`src/bcdec_pkg.sv`:
```
// ----------------------------------------------------------------------------
// bcdec_pkg: shared definitions for the BC1/BC2/BC3 block decoder
// Field widths, format codes and the small arithmetic helpers used to build
// the colour and alpha palettes.
// ----------------------------------------------------------------------------
package bcdec_pkg;

    localparam int WORD_W   = 64;
    localparam int RGBA_W   = 32;
    localparam int IDX_W    = 4;
    localparam int FMT_W    = 2;
    localparam int TEXELS   = 16;

    localparam logic [FMT_W-1:0] FMT_BC1 = 2'd0;
    localparam logic [FMT_W-1:0] FMT_BC2 = 2'd1;
    localparam logic [FMT_W-1:0] FMT_BC3 = 2'd2;

    localparam logic [IDX_W-1:0] LAST_TEXEL = 4'(TEXELS - 1);

    function automatic logic [7:0] widen5(input logic [4:0] v);
        return {v, v[4:2]};
    endfunction

    function automatic logic [7:0] widen6(input logic [5:0] v);
        return {v, v[5:4]};
    endfunction

    // Divide by constants through a scaled reciprocal; exact over the
    // ranges used (sum of three bytes for /3, seven or five bytes for /7, /5).
    function automatic logic [7:0] div3(input logic [10:0] x);
        logic [23:0] p;
        p = 24'(x) * 24'd2731;
        return p[20:13];
    endfunction

    function automatic logic [7:0] div5(input logic [10:0] x);
        logic [23:0] p;
        p = 24'(x) * 24'd6554;
        return p[22:15];
    endfunction

    function automatic logic [7:0] div7(input logic [10:0] x);
        logic [23:0] p;
        p = 24'(x) * 24'd4682;
        return p[22:15];
    endfunction

endpackage

```
`src/bcdec_if.sv`:
```
// ----------------------------------------------------------------------------
// bcdec_if: channel interfaces of the block decoder
// Compressed block input, texel output and format register write channel.
// ----------------------------------------------------------------------------
interface bcdec_blk_if;
    logic                           valid;
    logic                           ready;
    logic [bcdec_pkg::WORD_W-1:0]   color_word;
    logic [bcdec_pkg::WORD_W-1:0]   alpha_word;

    modport source (output valid, color_word, alpha_word, input ready);
    modport sink   (input valid, color_word, alpha_word, output ready);
endinterface

interface bcdec_texel_if;
    logic                           valid;
    logic                           ready;
    logic [bcdec_pkg::IDX_W-1:0]    texel_index;
    logic [bcdec_pkg::RGBA_W-1:0]   texel_rgba;
    logic                           last_texel;

    modport source (output valid, texel_index, texel_rgba, last_texel, input ready);
    modport sink   (input valid, texel_index, texel_rgba, last_texel, output ready);
endinterface

interface bcdec_cfg_if;
    logic                           valid;
    logic                           ready;
    logic [bcdec_pkg::FMT_W-1:0]    block_format;

    modport source (output valid, block_format, input ready);
    modport sink   (input valid, block_format, output ready);
endinterface

```
`src/bc1_bc2_bc3_block_decoder.sv`:
```
// ----------------------------------------------------------------------------
// bc1_bc2_bc3_block_decoder: S3TC 4x4 block to RGBA texel decoder
// Takes one compressed block per transaction and returns its sixteen texels
// in raster order, one texel transaction per cycle unless the output stalls,
// the sixteenth marked as last. The format register picks BC1, BC2 or BC3
// (code 3 decodes as BC1); the user must write it only while no block is in
// flight, which the block itself does not enforce. A block passes an input
// register, then combinational palette building into a palette register,
// from which the texel output register is loaded once per cycle while not
// stalled. Each block holds the palette register for its sixteen texels, so
// the throughput is set by the single texel output port; the next block is
// taken into the input register while the current one is still being
// emitted. No clearing pass after reset.
// ----------------------------------------------------------------------------
module bc1_bc2_bc3_block_decoder
(
    input  logic              clk,
    input  logic              rst_n,
    bcdec_cfg_if.sink         cfg,
    bcdec_blk_if.sink         blk,
    bcdec_texel_if.source     texel
);

    logic [bcdec_pkg::FMT_W-1:0]    fmt_reg;

    // input register
    logic                           v1_reg;
    logic [bcdec_pkg::WORD_W-1:0]   cw1_reg;
    logic [bcdec_pkg::WORD_W-1:0]   aw1_reg;
    logic [bcdec_pkg::FMT_W-1:0]    fmt1_reg;

    // palette register
    logic                           v2_reg;
    logic [bcdec_pkg::IDX_W-1:0]    cnt_reg;
    logic [bcdec_pkg::RGBA_W-1:0]   pal_reg [4];
    logic [7:0]                     ap_reg [8];
    logic [31:0]                    cidx_reg;
    logic [bcdec_pkg::WORD_W-1:0]   aw2_reg;
    logic [bcdec_pkg::FMT_W-1:0]    fmt2_reg;

    // texel output register
    logic                           tv_reg;
    logic [bcdec_pkg::IDX_W-1:0]    tidx_reg;
    logic [bcdec_pkg::RGBA_W-1:0]   trgba_reg;
    logic                           tlast_reg;

    logic                           out_load;
    logic                           emit;
    logic                           s2_free;
    logic                           s1_move;
    logic                           blk_acc;

    logic [bcdec_pkg::RGBA_W-1:0]   pal_next [4];
    logic [7:0]                     ap_next [8];
    logic [bcdec_pkg::RGBA_W-1:0]   trgba_next;

    assign out_load = !tv_reg || texel.ready;
    assign emit     = v2_reg && out_load;
    assign s2_free  = !v2_reg || (emit && cnt_reg == bcdec_pkg::LAST_TEXEL);
    assign s1_move  = v1_reg && s2_free;
    assign blk.ready = !v1_reg || s2_free;
    assign blk_acc  = blk.valid && blk.ready;
    assign cfg.ready = 1'b1;

    always_ff @(posedge clk or negedge rst_n)
    begin
        if (!rst_n)
        begin
            fmt_reg <= bcdec_pkg::FMT_BC1;
        end
        else if (cfg.valid)
        begin
            fmt_reg <= cfg.block_format;
        end
    end

    // Input register: fold the unused format code onto BC1 here
    always_ff @(posedge clk or negedge rst_n)
    begin
        if (!rst_n)
        begin
            v1_reg <= 1'b0;
        end
        else if (blk.ready)
        begin
            v1_reg <= blk.valid;
        end
    end

    always_ff @(posedge clk)
    begin
        if (blk_acc)
        begin
            cw1_reg  <= blk.color_word;
            aw1_reg  <= blk.alpha_word;
            fmt1_reg <= (fmt_reg inside {bcdec_pkg::FMT_BC2, bcdec_pkg::FMT_BC3})
                        ? fmt_reg : bcdec_pkg::FMT_BC1;
        end
    end

    // Palette build
    always_comb
    begin
        logic [15:0] e0;
        logic [15:0] e1;
        logic [7:0]  c0 [3];
        logic [7:0]  c1 [3];
        logic [7:0]  p2 [3];
        logic [7:0]  p3 [3];
        logic [10:0] s2;
        logic [10:0] s3;
        logic [8:0]  s_half;
        logic        four;
        logic [7:0]  a0;
        logic [7:0]  a1;
        logic [10:0] a0w;
        logic [10:0] a1w;
        logic [10:0] s7;
        logic [10:0] s5;

        e0 = cw1_reg[15:0];
        e1 = cw1_reg[31:16];
        c0[0] = bcdec_pkg::widen5(e0[15:11]);
        c0[1] = bcdec_pkg::widen6(e0[10:5]);
        c0[2] = bcdec_pkg::widen5(e0[4:0]);
        c1[0] = bcdec_pkg::widen5(e1[15:11]);
        c1[1] = bcdec_pkg::widen6(e1[10:5]);
        c1[2] = bcdec_pkg::widen5(e1[4:0]);
        four = (fmt1_reg != bcdec_pkg::FMT_BC1) || (e0 > e1);

        for (int k = 0; k < 3; k++)
        begin
            s2 = {2'b00, c0[k], 1'b0} + {3'b000, c1[k]};
            s3 = {3'b000, c0[k]} + {2'b00, c1[k], 1'b0};
            s_half = {1'b0, c0[k]} + {1'b0, c1[k]};
            p2[k] = four ? bcdec_pkg::div3(s2) : s_half[8:1];
            p3[k] = bcdec_pkg::div3(s3);
        end

        pal_next[0] = {8'hFF, c0[2], c0[1], c0[0]};
        pal_next[1] = {8'hFF, c1[2], c1[1], c1[0]};
        pal_next[2] = {8'hFF, p2[2], p2[1], p2[0]};
        pal_next[3] = four ? {8'hFF, p3[2], p3[1], p3[0]} : '0;

        a0  = aw1_reg[7:0];
        a1  = aw1_reg[15:8];
        a0w = {3'b000, a0};
        a1w = {3'b000, a1};
        ap_next[0] = a0;
        ap_next[1] = a1;
        for (int k = 0; k < 6; k++)
        begin
            s7 = 11'(a0w * 11'(6 - k)) + 11'(a1w * 11'(1 + k));
            s5 = 11'(a0w * 11'((4 - k) & 7)) + 11'(a1w * 11'(1 + k));
            if (a0 > a1)
            begin
                ap_next[k + 2] = bcdec_pkg::div7(s7);
            end
            else if (k < 4)
            begin
                ap_next[k + 2] = bcdec_pkg::div5(s5);
            end
            else if (k == 4)
            begin
                ap_next[k + 2] = 8'h00;
            end
            else
            begin
                ap_next[k + 2] = 8'hFF;
            end
        end
    end

    // Palette register: hold a block for sixteen texels
    always_ff @(posedge clk or negedge rst_n)
    begin
        if (!rst_n)
        begin
            v2_reg  <= 1'b0;
            cnt_reg <= '0;
        end
        else
        begin
            if (s2_free)
            begin
                v2_reg <= v1_reg;
            end
            if (emit)
            begin
                cnt_reg <= cnt_reg + 4'd1;
            end
        end
    end

    always_ff @(posedge clk)
    begin
        if (s1_move)
        begin
            for (int i = 0; i < 4; i++)
            begin
                pal_reg[i] <= pal_next[i];
            end
            for (int i = 0; i < 8; i++)
            begin
                ap_reg[i] <= ap_next[i];
            end
            cidx_reg <= cw1_reg[63:32];
            aw2_reg  <= aw1_reg;
            fmt2_reg <= fmt1_reg;
        end
    end

    // Texel select
    always_comb
    begin
        logic [1:0]  ci;
        logic [3:0]  a4;
        logic [5:0]  abase;
        logic [47:0] aidx;
        logic [2:0]  ai;
        logic [bcdec_pkg::RGBA_W-1:0] px;

        ci    = cidx_reg[{cnt_reg, 1'b0} +: 2];
        px    = pal_reg[ci];
        a4    = aw2_reg[{cnt_reg, 2'b00} +: 4];
        aidx  = aw2_reg[63:16];
        abase = {1'b0, cnt_reg, 1'b0} + {2'b00, cnt_reg};
        ai    = aidx[abase +: 3];
        case (fmt2_reg)
            bcdec_pkg::FMT_BC2: trgba_next = {a4, a4, px[23:0]};
            bcdec_pkg::FMT_BC3: trgba_next = {ap_reg[ai], px[23:0]};
            default:            trgba_next = px;
        endcase
    end

    always_ff @(posedge clk or negedge rst_n)
    begin
        if (!rst_n)
        begin
            tv_reg <= 1'b0;
        end
        else if (out_load)
        begin
            tv_reg <= v2_reg;
        end
    end

    always_ff @(posedge clk)
    begin
        if (emit)
        begin
            tidx_reg  <= cnt_reg;
            trgba_reg <= trgba_next;
            tlast_reg <= (cnt_reg == bcdec_pkg::LAST_TEXEL);
        end
    end

    assign texel.valid       = tv_reg;
    assign texel.texel_index = tidx_reg;
    assign texel.texel_rgba  = trgba_reg;
    assign texel.last_texel  = tlast_reg;

`ifndef ASSERT_OFF
    a_last_flag: assert property (@(posedge clk) disable iff (!rst_n)
        texel.valid |-> (texel.last_texel == (texel.texel_index == bcdec_pkg::LAST_TEXEL)))
        else $error("last_texel does not match texel position");

    a_texel_seq: assert property (@(posedge clk) disable iff (!rst_n)
        texel.valid && texel.ready && !texel.last_texel |=>
            texel.valid && texel.texel_index == $past(texel.texel_index) + 4'd1)
        else $error("texel sequence broken inside a block");

    a_cnt_busy: assert property (@(posedge clk) disable iff (!rst_n)
        cnt_reg != '0 |-> v2_reg)
        else $error("texel counter mid-block with empty palette register");

    a_no_overrun: assert property (@(posedge clk) disable iff (!rst_n)
        s1_move |-> !v2_reg || cnt_reg == bcdec_pkg::LAST_TEXEL)
        else $error("palette register overwritten before block finished");
`endif

endmodule
```
`src/flat_wrapper.sv`:
```
// flat-port wrapper written by rule: the top's interface ports become plain ports
module bc1_bc2_bc3_block_decoder_flat 
  (clk, rst_n, cfg_valid, cfg_block_format, cfg_ready, blk_valid, blk_color_word, blk_alpha_word, blk_ready, texel_valid, texel_texel_index, texel_texel_rgba, texel_last_texel, texel_ready);
  bcdec_cfg_if cfg_i ();
  bcdec_blk_if blk_i ();
  bcdec_texel_if texel_i ();
  input  logic clk;
  input  logic rst_n;
  input wire logic [$bits(cfg_i.valid)-1:0] cfg_valid;
  input wire logic [$bits(cfg_i.block_format)-1:0] cfg_block_format;
  output wire logic [$bits(cfg_i.ready)-1:0] cfg_ready;
  input wire logic [$bits(blk_i.valid)-1:0] blk_valid;
  input wire logic [$bits(blk_i.color_word)-1:0] blk_color_word;
  input wire logic [$bits(blk_i.alpha_word)-1:0] blk_alpha_word;
  output wire logic [$bits(blk_i.ready)-1:0] blk_ready;
  output wire logic [$bits(texel_i.valid)-1:0] texel_valid;
  output wire logic [$bits(texel_i.texel_index)-1:0] texel_texel_index;
  output wire logic [$bits(texel_i.texel_rgba)-1:0] texel_texel_rgba;
  output wire logic [$bits(texel_i.last_texel)-1:0] texel_last_texel;
  input wire logic [$bits(texel_i.ready)-1:0] texel_ready;
  assign cfg_i.valid = cfg_valid;
  assign cfg_i.block_format = cfg_block_format;
  assign cfg_ready = cfg_i.ready;
  assign blk_i.valid = blk_valid;
  assign blk_i.color_word = blk_color_word;
  assign blk_i.alpha_word = blk_alpha_word;
  assign blk_ready = blk_i.ready;
  assign texel_valid = texel_i.valid;
  assign texel_texel_index = texel_i.texel_index;
  assign texel_texel_rgba = texel_i.texel_rgba;
  assign texel_last_texel = texel_i.last_texel;
  assign texel_i.ready = texel_ready;
  bc1_bc2_bc3_block_decoder u_core (.clk(clk), .rst_n(rst_n), .cfg(cfg_i), .blk(blk_i), .texel(texel_i));
endmodule
```
`config.mk`:
```
export PLATFORM = sky130hd
export DESIGN_NAME = bc1_bc2_bc3_block_decoder_flat
export DESIGN_NICKNAME = d
export VERILOG_FILES = /design/src/bcdec_pkg.sv /design/src/bcdec_if.sv /design/src/bc1_bc2_bc3_block_decoder.sv /design/src/flat_wrapper.sv
export SDC_FILE = /design/constraint.sdc
export NUM_CORES = 2
export LEC_CHECK = 0
export BUFFER_PORTS_ARGS = -buffer_cell sky130_fd_sc_hd__buf_2
export CAP_MARGIN = 20
export CORE_MARGIN = 4
export CORE_UTILIZATION = 40
export CTS_CLUSTER_SIZE = 8
export DETAILED_ROUTE_END_ITERATION = 8
export SETUP_SLACK_MARGIN = 0.15
export SLEW_MARGIN = 10
export SYNTH_ARGS = -nofsm -noshare
export SYNTH_HDL_FRONTEND = slang
export SYNTH_SLANG_ARGS = --single-unit
export TNS_END_PERCENT = 10
```
`constraint.sdc`:
```
create_clock -name clk -period 8 [get_ports clk]
set_input_delay 0.4 -clock clk [delete_from_list [all_inputs] [get_ports clk]]
set_output_delay 0.4 -clock clk [all_outputs]
set_load 0.05 [all_outputs]
```
==> impl_metrics.yaml <==
cts:
  clk_path_buf_depth: 3
  path_clk_slew_ps: 60
  cts_tree: "done"
  clock-sinks: 403
  h-tree-depth: 2
  clock_tree.root_cell: "clkbuf_16"
  clock_latency_ps: 660
  cts_buffers: 58
critical_path:
  r2r_slack_ps: 450
  end_kind: "flop"
  criticalPathCategory: "reg2reg"
  crit_arrival_ps: 7940
  r2r_cells: 26
  crit_fanout: 8
  cp.required_ps: 8400
  timing.rr.start: "u_core.aw1_reg[2]$_DFFE_PP_"
  start_kind: "flop"
  timing.rr.end: "u_core.ap_reg[6][5]$_SDFFCE_PN0P_"
synthesis:
  syn_avg_cell_area_um2: 11.2
  synth_top_area_cell: "ha_1"
  synth_area_leaders: "ha_1 (29%), edfxtp_1 (24%), fa_1 (17%), inv_1 (6.2%), mux4_2 (3.3%)"
  synth.net_count: 6130
  yosys_most_used_dff: "edfxtp_1"
  synth_async_sr_flop_share_pct: 2.23
  yosysUniqueCellTypes: 69
  synthCells: 4429
  synth_top_area_share_pct: 29.0
  ys_warn_count: 0
  synth_edf_count: 394
  seq_area_frac_synth_pct: 24.2
  synth-seq-cells: 403
  synth_area_um2: 49800
floorplan:
  rows: 129
  dieArea_um2: 130000
  die_w_um: 361
  start_util_pct: 40.2
  dieHeight_um: 361
  io_pins: 175
  core_um2: 124000
route:
  viasPerCell: 5.11
  firstDrtPassIters: 5
  antenna_left: 0
  drc: 0
  wl_per_cell_um: 18.2
  drtIter0Drc: 1915
  wl_mm: 118
  vias: 33100
global_route:
  grt_max_degree: 145
  antenna_found_initial: 7
  grt_pass1_vias: 34300
  overflow: 0
  grt_util_all_layers_pct: 18.2
  grt_pass1_wl_mm: 189
final_layout:
  mostFrequentLayoutCells: "ha_1 (1151), inv_1 (822), fa_1 (413)"
  nFillCells: 11500
  nets: 6508
  mostFrequentLayoutCell: "ha_1"
  area_growth_pct: 12.7
  largest_reg_flops: 81
  drive_above_1_share_pct: 9.16
hold_path:
  hp-class: "in2reg"
  hp-start: "blk_alpha_word[62]"
  min_to: "u_core.aw1_reg[62]$_DFFE_PP_"
  whs_path_depth: 1
timing:
  hold_viol: 0
  min_period_over_period_pct: 94.4
  finalSetupTns_ps: 0
  fin_skew_ps: 59.2
  fin_crit_ps: 7550
  rsz0062_at_grt: "yes"
  slew_violations: 0
  tightest_slew_ps: 1050
  finalSetupViolations: 0
  slew_headroom_pct: 30.1
  max_freq_mhz: 132
run_status:
  status: "complete, no violations"
run:
  drv_cap: 0
place:
  gp_congestion: 0.863
  hpwl_mm: 95.4
  port_buffers: 173
## cell families after synthesis
family / count (synthesis) / share of synthesized area (%)
simple gates: 564 / 5.62
compound gates: 611 / 8.00
mux: 163 / 5.31
buf+inv: 871 / 6.75
flops: 403 / 24.2
fa+ha+maj: 1566 / 45.6
xor+xnor: 250 / 4.46
other cells: 1 / 0.00754
## critical path: stages, from the launching register on
cell	delay [ps]
edfxtp_1	520
buf_4	280
inv_1	160
fa_1	610
inv_1	60
ha_1	280
a21o_1	190
a21oi_1	210
o21ai_0	110
a21oi_1	240
o21ai_0	120
a21oi_1	190
xnor2_1	270
ha_1	330
fa_1	490
fa_1	410
fa_1	470
ha_1	290
a21o_1	160
a21o_1	200
a211o_1	320
a2111oi_0	450
buf_4	210
o311ai_0	190
a21oi_1	220
xor2_1	250
nor2_1	60
## how the worst max path moves through the flow
stage	slack [ps]	startpoint	cells past startpoint	to
after floorplan	380	u_core.aw1_reg[0]$_DFFE_PP_	25	u_core.ap_reg[3][6]$_DFFE_PP_
after global placement	150	u_core.aw1_reg[1]$_DFFE_PP_	29	u_core.ap_reg[5][7]$_DFFE_PP_
after detailed placement	50	u_core.aw1_reg[1]$_DFFE_PP_	27	u_core.ap_reg[5][7]$_DFFE_PP_
after CTS	140	u_core.aw1_reg[1]$_DFFE_PP_	27	u_core.ap_reg[2][5]$_DFFE_PP_
after global routing	40	u_core.aw1_reg[1]$_DFFE_PP_	28	u_core.ap_reg[3][6]$_DFFE_PP_
final	450	u_core.aw1_reg[2]$_DFFE_PP_	26	u_core.ap_reg[6][5]$_SDFFCE_PN0P_
## cells in the mapped netlist, types with 16 or more instances
library cell,instances
o31ai_1,20
nand3_1,59
xnor2_1,164
inv_1,822
nor2_1,153
nor3_1,42
nand2_1,106
and3_1,30
o21a_1,27
fa_1,414
a211oi_1,26
a21o_1,58
nand2b_1,31
edfxtp_1,394
a21oi_1,180
nor2b_1,39
and2_1,22
a31oi_1,21
mux2i_1,77
o21ai_0,103
ha_1,1152
a21boi_0,26
o21bai_1,53
mux4_2,72
a211o_1,16
xor2_1,84
clkbuf_1,21
or3_1,38
## metal layers
metal / up-vias / wire, um / track usage [%]
met2: 609 / 53900 / 29.7
met5: - / 8 / 0
met4: 2 / 2170 / 3.40
met3: 103 / 5270 / 2.13
met1: 16200 / 56500 / 26.4
li1: 16200 / - / -
## area by class of cell
cell class              count  area [um2]  area share [%]
diodes                      1        2.50         0.00446
well taps                1637        2050            3.65
repair buffers            367        2660            4.74
inverters                 822        3090            5.50
clock inverters             5        77.6           0.138
multi-input cells        3155       34500            61.5
flip-flops and latches    403       12100            21.5
clock buffers              96        1640            2.92
## what timing repair did
action                                  4_1_cts  5_1_grt
setup buffers                                 0        4
gates resized for setup                       1       36
cloned                                        0        0
hold endpoints to repair                    129        0
hold buffers                                121        0
endpoints found under the setup margin        4       32
pin swaps                                     0        5
## per-stage QoR
stage,worst slack (ps),hold WS [ps],area [um2],cells,utilization (%)
2_1_floorplan,382,104,49800,4429,-
3_3_place_gp,148,361,53000,6259,42.8
3_5_place_dp,49.7,367,53000,6259,42.8
4_1_cts,140,9.30,55900,6481,45.2
5_1_grt,36.5,33.8,56100,6485,45.4
6_report,452,46.9,56100,6486,45.4
Power is left out: the tool's default activity adds up to more than one toggle a clock period on the data nets, which glitch-free logic cannot reach.
